File: src/rtl/swd_pkg.sv
// ----------------------------------------------------------------------------
// swd_pkg
// Shared types, constants and helpers for the sync word feedback deframer.
// ----------------------------------------------------------------------------
package swd_pkg;

   localparam int BYTE_W  = 8;
   localparam int WORD_W  = 32;
   localparam int COUNT_W = 3;
   localparam int CSR_W   = 1;

   localparam logic [WORD_W-1:0] SYNC_WORD_RESET  = 32'hA5CA_FEA5;
   localparam logic [WORD_W-1:0] FOLD_THR_RESET   = 32'h0001_2000;
   localparam logic [WORD_W-1:0] SENTINEL_UNSET   = 32'd200000;
   localparam logic [WORD_W-1:0] HOLD_AFTER_USE   = 32'd100000;
   localparam logic [WORD_W-1:0] HELD_RESET       = 32'd2;

   localparam logic [COUNT_W-1:0] POSITION_DONE = 3'd4;
   localparam logic [COUNT_W-1:0] INDEX_DONE    = 3'd0;

   typedef enum logic [CSR_W-1:0] {
      CSR_SYNC_WORD      = 1'b0,
      CSR_FOLD_THRESHOLD = 1'b1
   } csr_index_type;

   typedef enum logic {
      KIND_POSITION = 1'b0,
      KIND_INDEX    = 1'b1
   } field_kind_type;

   typedef struct packed {
      logic                valid;
      field_kind_type      kind;
      logic [WORD_W-1:0]   raw;
      logic [WORD_W-1:0]   prev;
   } word_event_type;

   function automatic logic [WORD_W-1:0] fold_word(input logic [WORD_W-1:0] v,
                                                    input logic [WORD_W-1:0] thr);
      return (v > thr) ? (WORD_W'(0) - v) : v;
   endfunction

endpackage

File: src/rtl/swd_req_if.sv
// ----------------------------------------------------------------------------
// swd_req_if
// Input byte channel: one received byte per beat.
// ----------------------------------------------------------------------------
interface swd_req_if import swd_pkg::*; ();
   logic              valid;
   logic              ready;
   logic [BYTE_W-1:0] rx_byte;

   modport source (output valid, output rx_byte, input ready);
   modport sink   (input valid, input rx_byte, output ready);
endinterface

File: src/rtl/swd_rsp_if.sv
// ----------------------------------------------------------------------------
// swd_rsp_if
// Result channel: one completed payload word per beat.
// ----------------------------------------------------------------------------
interface swd_rsp_if import swd_pkg::*; ();
   logic                     valid;
   logic                     ready;
   logic                     field_kind;
   logic [WORD_W-1:0]        raw_value;
   logic signed [WORD_W-1:0] folded_value;
   logic [WORD_W-1:0]        previous_value;
   logic signed [WORD_W-1:0] index_change;

   modport source (output valid, output field_kind, output raw_value,
                   output folded_value, output previous_value,
                   output index_change, input ready);
   modport sink   (input valid, input field_kind, input raw_value,
                   input folded_value, input previous_value,
                   input index_change, output ready);
endinterface

File: src/rtl/swd_csr_if.sv
// ----------------------------------------------------------------------------
// swd_csr_if
// Configuration write channel: register index and write data per beat.
// ----------------------------------------------------------------------------
interface swd_csr_if import swd_pkg::*; ();
   logic              valid;
   logic              ready;
   logic [CSR_W-1:0]  index;
   logic [WORD_W-1:0] data;

   modport source (output valid, output index, output data, input ready);
   modport sink   (input valid, input index, input data, output ready);
endinterface

File: src/rtl/sync_word_feedback_deframer.sv
// ----------------------------------------------------------------------------
// sync_word_feedback_deframer
// Hunts for the sync word, assembles position and index words and reports
// each word with its folded value, previous value and signed index change.
// Throughput: one byte per cycle; the byte path stalls only when the
// four-deep result pipeline is full and the result side is not taking beats.
// A completed word passes through the s1, s2, s3 and output registers before its result is valid.
// Reset: synchronous; clears the hunt window, counters, pipeline valids and
// restores the register defaults.
// ----------------------------------------------------------------------------
module sync_word_feedback_deframer import swd_pkg::*; (
   input  logic         clock,
   input  logic         reset,
   swd_req_if.sink      req_bus,
   swd_rsp_if.source    rsp_bus,
   swd_csr_if.sink      csr_bus
);

   logic [WORD_W-1:0] sync_word_ff;
   logic [WORD_W-1:0] fold_thr_ff;

   word_event_type    word_event;
   logic              req_beat;

   logic              s1_valid_ff;
   field_kind_type    s1_kind_ff;
   logic [WORD_W-1:0] s1_raw_ff, s1_prev_ff;

   logic              s2_valid_ff;
   field_kind_type    s2_kind_ff;
   logic [WORD_W-1:0] s2_raw_ff, s2_prev_ff, s2_fc_ff, s2_fp_ff;

   logic              s3_valid_ff;
   field_kind_type    s3_kind_ff;
   logic [WORD_W-1:0] s3_raw_ff, s3_prev_ff, s3_fc_ff, s3_diff_ff;
   logic              s3_less_ff;

   logic              out_valid_ff;
   field_kind_type    out_kind_ff;
   logic [WORD_W-1:0] out_raw_ff, out_prev_ff, out_fc_ff, out_change_ff;

   logic              ready_out, ready_s3, ready_s2, ready_s1;
   logic [WORD_W-1:0] change_in;

   assign ready_out = !out_valid_ff || rsp_bus.ready;
   assign ready_s3  = !s3_valid_ff || ready_out;
   assign ready_s2  = !s2_valid_ff || ready_s3;
   assign ready_s1  = !s1_valid_ff || ready_s2;

   assign req_bus.ready = ready_s1;
   assign req_beat      = req_bus.valid && req_bus.ready;
   assign csr_bus.ready = 1'b1;

   always_ff @(posedge clock) begin
      if (reset) begin
         sync_word_ff <= SYNC_WORD_RESET;
         fold_thr_ff  <= FOLD_THR_RESET;
      end else if (csr_bus.valid && csr_bus.ready) begin
         case (csr_bus.index)
            CSR_SYNC_WORD:      sync_word_ff <= csr_bus.data;
            CSR_FOLD_THRESHOLD: fold_thr_ff  <= csr_bus.data;
            default: begin
            end
         endcase
      end
   end

   swd_frame u_frame (
      .clock      (clock),
      .reset      (reset),
      .beat       (req_beat),
      .rx_byte    (req_bus.rx_byte),
      .sync_word  (sync_word_ff),
      .word_event (word_event)
   );

   always_comb begin
      if (s3_kind_ff == KIND_INDEX) begin
         change_in = (s3_diff_ff[WORD_W-1] ^ s3_less_ff) ? (WORD_W'(0) - s3_diff_ff)
                                                          : s3_diff_ff;
      end else begin
         change_in = '0;
      end
   end

   always_ff @(posedge clock) begin
      if (reset) begin
         s1_valid_ff  <= 1'b0;
         s2_valid_ff  <= 1'b0;
         s3_valid_ff  <= 1'b0;
         out_valid_ff <= 1'b0;
      end else begin
         if (ready_s1) s1_valid_ff <= word_event.valid;
         if (ready_s2) s2_valid_ff <= s1_valid_ff;
         if (ready_s3) s3_valid_ff <= s2_valid_ff;
         if (ready_out) out_valid_ff <= s3_valid_ff;
      end
   end

   always_ff @(posedge clock) begin
      if (ready_s1) begin
         s1_kind_ff <= word_event.kind;
         s1_raw_ff  <= word_event.raw;
         s1_prev_ff <= word_event.prev;
      end
      if (ready_s2) begin
         s2_kind_ff <= s1_kind_ff;
         s2_raw_ff  <= s1_raw_ff;
         s2_prev_ff <= s1_prev_ff;
         s2_fc_ff   <= fold_word(s1_raw_ff, fold_thr_ff);
         s2_fp_ff   <= fold_word(s1_prev_ff, fold_thr_ff);
      end
      if (ready_s3) begin
         s3_kind_ff <= s2_kind_ff;
         s3_raw_ff  <= s2_raw_ff;
         s3_prev_ff <= s2_prev_ff;
         s3_fc_ff   <= s2_fc_ff;
         s3_diff_ff <= s2_fc_ff - s2_fp_ff;
         s3_less_ff <= s2_fc_ff < s2_fp_ff;
      end
      if (ready_out) begin
         out_kind_ff   <= s3_kind_ff;
         out_raw_ff    <= s3_raw_ff;
         out_prev_ff   <= s3_prev_ff;
         out_fc_ff     <= s3_fc_ff;
         out_change_ff <= change_in;
      end
   end

   assign rsp_bus.valid          = out_valid_ff;
   assign rsp_bus.field_kind     = out_kind_ff;
   assign rsp_bus.raw_value      = out_raw_ff;
   assign rsp_bus.folded_value   = out_fc_ff;
   assign rsp_bus.previous_value = out_prev_ff;
   assign rsp_bus.index_change   = out_change_ff;

`ifndef SYNTHESIS
   a_position_no_change: assert property (@(posedge clock) disable iff (reset)
      rsp_bus.valid && (rsp_bus.field_kind == KIND_POSITION) |-> rsp_bus.index_change == '0)
      else $error("position result carries a nonzero index change");

   a_full_blocks_input: assert property (@(posedge clock) disable iff (reset)
      s1_valid_ff && s2_valid_ff && s3_valid_ff && out_valid_ff && !rsp_bus.ready
      |-> !req_bus.ready)
      else $error("input taken while result pipeline is full and stalled");

   a_stall_holds_result: assert property (@(posedge clock) disable iff (reset)
      out_valid_ff && !rsp_bus.ready |=> out_valid_ff && $stable(out_raw_ff)
      && $stable(out_change_ff))
      else $error("stalled result changed");
`endif

endmodule

File: src/rtl/swd_frame.sv
// ----------------------------------------------------------------------------
// swd_frame
// Sync hunt, payload word assembly and current/last value tracking.
// ----------------------------------------------------------------------------
module swd_frame import swd_pkg::*; (
   input  logic              clock,
   input  logic              reset,
   input  logic              beat,
   input  logic [BYTE_W-1:0] rx_byte,
   input  logic [WORD_W-1:0] sync_word,
   output word_event_type    word_event
);

   logic [WORD_W-1:0]  hunt_ff, hunt_in;
   logic [COUNT_W-1:0] count_ff, count_in;
   logic [WORD_W-1:0]  asm_ff, asm_in;
   logic [WORD_W-1:0]  cur_pos_ff, cur_pos_in;
   logic [WORD_W-1:0]  last_pos_ff, last_pos_in;
   logic [WORD_W-1:0]  cur_idx_ff, cur_idx_in;
   logic [WORD_W-1:0]  last_idx_ff, last_idx_in;
   logic [WORD_W-1:0]  held_ff, held_in;

   logic [WORD_W-1:0]  word;
   logic [COUNT_W-1:0] count_next;
   logic [WORD_W-1:0]  held_pos;
   logic [WORD_W-1:0]  held_idx;

   assign word       = {asm_ff[WORD_W-BYTE_W-1:0], rx_byte};
   assign count_next = count_ff + COUNT_W'(1);
   assign held_pos   = (cur_pos_ff != SENTINEL_UNSET) ? cur_pos_ff : held_ff;
   assign held_idx   = (cur_idx_ff != SENTINEL_UNSET) ? cur_idx_ff : held_ff;

   always_comb begin
      hunt_in     = hunt_ff;
      count_in    = count_ff;
      asm_in      = asm_ff;
      cur_pos_in  = cur_pos_ff;
      last_pos_in = last_pos_ff;
      cur_idx_in  = cur_idx_ff;
      last_idx_in = last_idx_ff;
      held_in     = held_ff;
      word_event  = '{valid: 1'b0, kind: KIND_POSITION, raw: word, prev: held_pos};
      if (beat) begin
         if (hunt_ff != sync_word) begin
            hunt_in = {hunt_ff[WORD_W-BYTE_W-1:0], rx_byte};
         end else begin
            asm_in   = word;
            count_in = count_next;
            case (count_next)
               POSITION_DONE: begin
                  cur_pos_in       = word;
                  last_pos_in      = held_pos;
                  held_in          = HOLD_AFTER_USE;
                  asm_in           = '0;
                  word_event.valid = 1'b1;
                  word_event.kind  = KIND_POSITION;
                  word_event.prev  = held_pos;
               end
               INDEX_DONE: begin
                  cur_idx_in       = word;
                  last_idx_in      = held_idx;
                  held_in          = HOLD_AFTER_USE;
                  asm_in           = '0;
                  hunt_in          = '0;
                  word_event.valid = 1'b1;
                  word_event.kind  = KIND_INDEX;
                  word_event.prev  = held_idx;
               end
               default: begin
               end
            endcase
         end
      end
   end

   always_ff @(posedge clock) begin
      if (reset) begin
         hunt_ff     <= '0;
         count_ff    <= '0;
         asm_ff      <= '0;
         cur_pos_ff  <= SENTINEL_UNSET;
         last_pos_ff <= '0;
         cur_idx_ff  <= SENTINEL_UNSET;
         last_idx_ff <= '0;
         held_ff     <= HELD_RESET;
      end else begin
         hunt_ff     <= hunt_in;
         count_ff    <= count_in;
         asm_ff      <= asm_in;
         cur_pos_ff  <= cur_pos_in;
         last_pos_ff <= last_pos_in;
         cur_idx_ff  <= cur_idx_in;
         last_idx_ff <= last_idx_in;
         held_ff     <= held_in;
      end
   end

endmodule

File: src/flat_wrapper.sv
// flat-port wrapper written by rule: the top's interface ports become plain ports
module sync_word_feedback_deframer_flat import swd_pkg::*;
  (clock, reset, req_bus_valid, req_bus_rx_byte, req_bus_ready, rsp_bus_valid, rsp_bus_field_kind, rsp_bus_raw_value, rsp_bus_folded_value, rsp_bus_previous_value, rsp_bus_index_change, rsp_bus_ready, csr_bus_valid, csr_bus_index, csr_bus_data, csr_bus_ready);
  swd_req_if req_bus_i ();
  swd_rsp_if rsp_bus_i ();
  swd_csr_if csr_bus_i ();
  input  logic clock;
  input  logic reset;
  input wire logic [$bits(req_bus_i.valid)-1:0] req_bus_valid;
  input wire logic [$bits(req_bus_i.rx_byte)-1:0] req_bus_rx_byte;
  output wire logic [$bits(req_bus_i.ready)-1:0] req_bus_ready;
  output wire logic [$bits(rsp_bus_i.valid)-1:0] rsp_bus_valid;
  output wire logic [$bits(rsp_bus_i.field_kind)-1:0] rsp_bus_field_kind;
  output wire logic [$bits(rsp_bus_i.raw_value)-1:0] rsp_bus_raw_value;
  output wire logic [$bits(rsp_bus_i.folded_value)-1:0] rsp_bus_folded_value;
  output wire logic [$bits(rsp_bus_i.previous_value)-1:0] rsp_bus_previous_value;
  output wire logic [$bits(rsp_bus_i.index_change)-1:0] rsp_bus_index_change;
  input wire logic [$bits(rsp_bus_i.ready)-1:0] rsp_bus_ready;
  input wire logic [$bits(csr_bus_i.valid)-1:0] csr_bus_valid;
  input wire logic [$bits(csr_bus_i.index)-1:0] csr_bus_index;
  input wire logic [$bits(csr_bus_i.data)-1:0] csr_bus_data;
  output wire logic [$bits(csr_bus_i.ready)-1:0] csr_bus_ready;
  assign req_bus_i.valid = req_bus_valid;
  assign req_bus_i.rx_byte = req_bus_rx_byte;
  assign req_bus_ready = req_bus_i.ready;
  assign rsp_bus_valid = rsp_bus_i.valid;
  assign rsp_bus_field_kind = rsp_bus_i.field_kind;
  assign rsp_bus_raw_value = rsp_bus_i.raw_value;
  assign rsp_bus_folded_value = rsp_bus_i.folded_value;
  assign rsp_bus_previous_value = rsp_bus_i.previous_value;
  assign rsp_bus_index_change = rsp_bus_i.index_change;
  assign rsp_bus_i.ready = rsp_bus_ready;
  assign csr_bus_i.valid = csr_bus_valid;
  assign csr_bus_i.index = csr_bus_index;
  assign csr_bus_i.data = csr_bus_data;
  assign csr_bus_ready = csr_bus_i.ready;
  sync_word_feedback_deframer u_core (.clock(clock), .reset(reset), .req_bus(req_bus_i), .rsp_bus(rsp_bus_i), .csr_bus(csr_bus_i));
endmodule
File: config.mk
export PLATFORM = sky130hd
export DESIGN_NAME = sync_word_feedback_deframer_flat
export DESIGN_NICKNAME = d
export VERILOG_FILES = /design/src/rtl/swd_pkg.sv /design/src/rtl/swd_req_if.sv /design/src/rtl/swd_rsp_if.sv /design/src/rtl/swd_csr_if.sv /design/src/rtl/sync_word_feedback_deframer.sv /design/src/rtl/swd_frame.sv /design/src/flat_wrapper.sv
export SDC_FILE = /design/constraint.sdc
export NUM_CORES = 1
export LEC_CHECK = 0
export ABC_AREA = 1
export BUFFER_PORTS_ARGS = -buffer_cell sky130_fd_sc_hd__buf_2
export CAP_MARGIN = 10
export CELL_PAD_IN_SITES_DETAIL_PLACEMENT = 0
export CELL_PAD_IN_SITES_GLOBAL_PLACEMENT = 1
export CORE_ASPECT_RATIO = 0.5
export CORE_MARGIN = 3
export CORE_UTILIZATION = 30
export DETAILED_ROUTE_END_ITERATION = 16
export PLACE_DENSITY_LB_ADDON = 0.1
export SETUP_SLACK_MARGIN = 0.2
export SYNTH_ARGS = -nofsm -noshare
export SYNTH_HDL_FRONTEND = slang
export SYNTH_SLANG_ARGS = --single-unit
export TNS_END_PERCENT = 100
File: constraint.sdc
create_clock -name clock -period 6.8 [get_ports clock]
set_input_delay 0 -clock clock [delete_from_list [all_inputs] [get_ports clock]]
set_output_delay 0 -clock clock [all_outputs]
set_load 0.02 [all_outputs]
**Word level (Yosys, flattened, before mapping)**

Cells that the tools add are included.

- Add/subtract/negate cells: 5
- $lt $le $gt $ge: 3
- Equal/unequal tests: 4
- Mux-type cells: 14
- Bitwise gates (word level): 4
- Reductions and logical operators: 20

Operator list:

| cell | number |
|---|---|
| $mux 32 | 10 |
| $sub 1x32->32 const A | 3 |
| $gt 32x32->1 | 2 |
| $ne 32x18->1 const B | 2 |
| $lt 32x32->1 | 1 |
| $ne 32x32->1 | 1 |
| $sub 32x32->32 | 1 |
| $mux 24 | 1 |
| $reduce_and 3->1 | 3 |
| $reduce_and 2->1 | 4 |
| $logic_not 1->1 | 4 |
| $logic_or 1x1->1 | 4 |
| $mux 2 | 2 |
| $pmux 2 s2 | 1 |
| $reduce_or 2->1 | 2 |
| $add 3x1->3 const B | 1 |
| $eq 3x3->1 const B | 1 |
| $logic_not 3->1 | 1 |
| $not 1->1 | 3 |
| $reduce_bool 2->1 | 1 |
| $logic_and 1x1->1 | 1 |
| $xor 1x1->1 | 1 |

- Register bits: 646
- Bits of input ports: 46
- Output and inout port bits: 132
- Word-level logic and storage cells: 81

**Depth between registers and ports, before layout**

- Word-level depth: 8
- Gate-level depth with buffers: 16
- Mapped depth without buffers: 15

**By module**

A second synthesis with hierarchy kept.

- Cell total of the unflattened synthesis: 3255
- Area total of the unflattened synthesis: 29724.8 µm²

Modules (own cells, without submodules):

| module | instances | cells an instance | area each (µm²) | sequential area each (µm²) |
|---|---|---|---|---|
| sync_word_feedback_deframer | 1 | 2142 | 23014.6 | 14844.2 |
| swd_frame | 1 | 1113 | 6710.2 | 2502.4 |

**Worst setup path before layout**

OpenSTA, ideal clock, no wires.

- Kind: register -> register
- Start point: reg u_core.out_valid_ff (netlist: u_core.rsp_bus.valid)
- End point: reg u_core.s2_fc_ff[0] (enable)
- Library setup time: 1.430 ns
- Arrival time: 3.531 ns
- Required time: 5.370 ns
- Slack: 1.839 ns
- Stages on the path, launching flop included: 4
- Buffers on the path: 0
- Clock period less this slack: 4.961 ns
- Path through: dfxtp_1 -> inv_1 -> nor2_2 -> nand3_1

- Word-level cells in the longest chain between the ends: 4

RTL lines:

| element | line | RTL |
|---|---|---|
| from (decl) | sync_word_feedback_deframer.sv:38 | `logic out_valid_ff;` |
| from (signal assigned) | sync_word_feedback_deframer.sv:96 | `if (ready_out) out_valid_ff <= s3_valid_ff;` |
| $logic_not 1->1 | sync_word_feedback_deframer.sv:45 | `assign ready_out = !out_valid_ff \|\| rsp_bus.ready;` |
| $logic_or 1x1->1 | sync_word_feedback_deframer.sv:45 |  |
| $logic_or 1x1->1 | sync_word_feedback_deframer.sv:46 | `assign ready_s3 = !s3_valid_ff \|\| ready_out;` |
| $logic_or 1x1->1 | sync_word_feedback_deframer.sv:47 | `assign ready_s2 = !s2_valid_ff \|\| ready_s3;` |
| via u_core.ready_s2 | sync_word_feedback_deframer.sv:42 | `logic ready_out, ready_s3, ready_s2, ready_s1;` |
| to (signal assigned) | sync_word_feedback_deframer.sv:110 | `s2_fc_ff <= fold_word(s1_raw_ff, fold_thr_ff);` |
| to (decl) | sync_word_feedback_deframer.sv:31 | `logic [WORD_W-1:0] s2_raw_ff, s2_prev_ff, s2_fc_ff, s2_fp_ff;` |

The timed path passes the listed nets, and every way through them passes these cells.
A chain may end at the register's enable or synchronous reset.

==> impl_results.md <==
* Initial antenna violation count at 1
* Vias in the first global route at 21577
* Crit-path max FO at 54
* Full die area at 100800 um2
* Post-synth top flop: edfxtp_1
* Core ar. at 94400 um2
* Max Clk Rate at 256.8 MHz
* CTS clock-pin slew for the worst setup and hold paths at 0.07 ns
* Final hold vios at 0
* Syn Nets at 3244
* Pwr Density at 247.5 nW/um2
* Outcome: finished clean
* Row count at 79
* WS Path Type: flop to flop
* Max-cap violations at 0
* HPWL Detailed at 70.24 mm
* Vias/cell at 4.716
* Synth Register Bits at 642
* Minimum clock period at 3.894 ns
* Critical path cell sequence: inv_1, nand2_1, nand2_1, nor2_1, nand2_1, nor2_1, nand2_1, nor2_4, nand2_4, inv_2, nand3_1, nand2_1, inv_1
* Via count at 21911
* First-pass DRT Iterations at 5
* Asr flop ratio synth at 0
* Sequential-to-total area share from yosys stat at 0.5976
* Slowest cell delay on critical path at 0.87 ns
* Post-Route WL at 95.59 mm
* Mapped cell area at 29030 um2
* Synthesized instance count at 3096
* Mean Syn Cell Area at 9.376 um2
* CTS buffer count at 66
* Clk_lat worst skew at 0.66 ns
* Initial core utilization at 0.3075
* Final setup fails at 0
* Port bufs at 176
* CP bufs+invs at 3
* Total congestion overflow at 0
* Wirelength per Cell at 20.58 um
* Arr. time, crit path at 4.30 ns
* Worst vdd rail ir drop at 0.0001258 V
* Clk sinks at 642
* Worst slack at placement at 2.880 ns
* Clk root buf: clkbuf_16
* Rel. slew slack at 0.2679
* Setup WS post-layout at 2.906 ns
* Final Wtd Congestion at 0.8700
* YS warnings at 0
* DIE HEIGHT at 226.0 um
* Crit-path leading delay family: simple AND/OR/NAND/NOR gates
* Cell repeated most along the worst path: nand2_1
* CTS Buffer Depth at 3
* Most common cell in the netlist: nand2_1
* Leakage at 0.01554 uW
* Antenna Nets Post-Route at 0
* Critical Path RT at 7.20 ns
* Area grow syn2layout at 17.79%
* Area post-placement at 31280 um2
* RSZ-0062 raised after global routing: no
* 1st-iter DRT viols at 1566
* Critical path endpoint category: flop
* Total GRT Usage at 0.1899
* Post-layout nets at 3485
* Slowest-stage cell, CP: inv_2
* DRC errors left at 0
* First-pass GRT wire length at 142.0 mm
* Setup tns final at 0 ns
* Fraction of layout cells with a size suffix above 1 at 0.09410
* Chip width at 445.9 um
* Ports at 178
* # H-tree levels at 3
* Leading area contributor after synthesis: edfxtp_1
* Hold Path Class: primary input to flop
* Share of the synthesized area in the top cell type at 0.4645
* Final Slew Violations at 0
* CTS tree: done
* Finished Cell Area at 34190 um2
* Most area-consuming cells after synthesis: edfxtp_1 46%, dfxtp_1 13%, nand2_1 10%
* Most frequent cells after synthesis: 810 x nand2_1, 449 x edfxtp_1, 335 x inv_1
* Tcrit/Tclk final at 0.5727
* Measured slew at the worst slew-check pin at 1.096 ns
* Unique masters post-synth at 39
* Startpoint Class: flop
* EDFF count, synth at 449
* Skew final at 0.02194 ns
* Largest net degree at the start of global routing at 72
cells by family after synthesis:
kind of cell,after synthesis,synth area share
AND/OR/NAND/NOR,1441,0.2058
flip-flops,642,0.5976
buffers and inverters,438,0.05815
AO/OA/AOI/OAI,402,0.07293
adder cells (fa/ha/maj),102,0.04423
XOR/XNOR,70,0.02112
other,1,0.0001292
cell type report:
type | count | area, um2
Fill cell | 9620 | 60210
Sequential cell | 642 | 17350
Multi-Input combinational cell | 2016 | 10030
Clock buffer | 88 | 1827
Timing Repair Buffer | 270 | 1764
Tap cell | 1255 | 1570
Inverter | 341 | 1285
Clock inverter | 33 | 369.1
Antenna cell | 1 | 2.502
worst min-delay path, stage by stage:
cell     delay [ns]
buf_2          0.13
nand2_1        0.17
nor2_4         0.20
nand2_1        0.11
a21oi_1        0.06
timing repair:
| item | in CTS | in global routing |
|---|---|---|
| hold buffers | 71 | 0 |
| buffers inserted | 0 | 0 |
| gates resized for setup | 0 | 0 |
| setup endpoints to repair | 0 | 0 |
| hold endpoints to repair | 126 | 0 |
cells in the final DEF, fill, tap and decap left out, drive strengths merged, types with 25 or more instances in the layout:
cell type / Yosys / routed
xor2: 54 / 54
a21oi: 252 / 252
nand3: 183 / 183
edfxtp: 449 / 449
nand4: 76 / 76
o21ai: 107 / 107
nor2: 307 / 307
ha: 101 / 101
nor3: 39 / 39
clkbuf: 68 / 88
inv: 340 / 347
nand2: 811 / 811
dlygate4sd3: 0 / 71
dfxtp: 193 / 193
o211ai: 25 / 25
buf: 29 / 199
through the flow:
| step | cells | utilization | hold WS (ns) | total power [uW] |
|---|---|---|---|---|
| final | 4646 | 0.3622 | 0.06478 | 8464 |
| after global routing | 4645 | 0.3622 | 0.06963 | 8815 |
| after CTS | 4645 | 0.3622 | 0.01094 | 8595 |
| after detailed placement | 4453 | 0.3314 | 0.2529 | 4759 |
| after global placement | 4453 | 0.3314 | 0.2574 | 4757 |
| after floorplan | 3096 | - | 0.09887 | 4589 |
per-layer routing:
metal  share of wire  vias to the layer above  track usage
met4           0.021                        0      0.04700
met2            0.44                      423       0.2953
li1                -                    10857            -
met3           0.041                      111      0.03022
met1            0.50                    10520       0.2762
met5               0                        -            0
path summary, 6_finish.rpt:
kind	startpoint	endpoint	cells past startpoint	slack (ns)
setup reg to reg	u_core.u_frame.hunt_ff[21]$_SDFFE_PP0P_	u_core.s1_prev_ff[5]$_DFFE_PN_	13	2.91
hold / removal	req_bus_valid	u_core.u_frame.hunt_ff[2]$_SDFFE_PP0P_	5	0.06
hold reg to reg	u_core.s2_prev_ff[3]$_DFFE_PP_	u_core.s3_prev_ff[3]$_DFFE_PP_	0	0.41
setup / recovery	u_core.u_frame.hunt_ff[21]$_SDFFE_PP0P_	u_core.s1_prev_ff[5]$_DFFE_PN_	13	2.91
report_power, final:
group | leakage (uW) | switching (uW) | internal, uW
Sequential | 0.00696 | 49.6 | 4210
Combinational | 0.00752 | 299 | 145
Clock | 0.00106 | 1620 | 2140
Total | 0.0155 | 1970 | 6500
No activity file was read; power rests on OpenSTA's default activity.
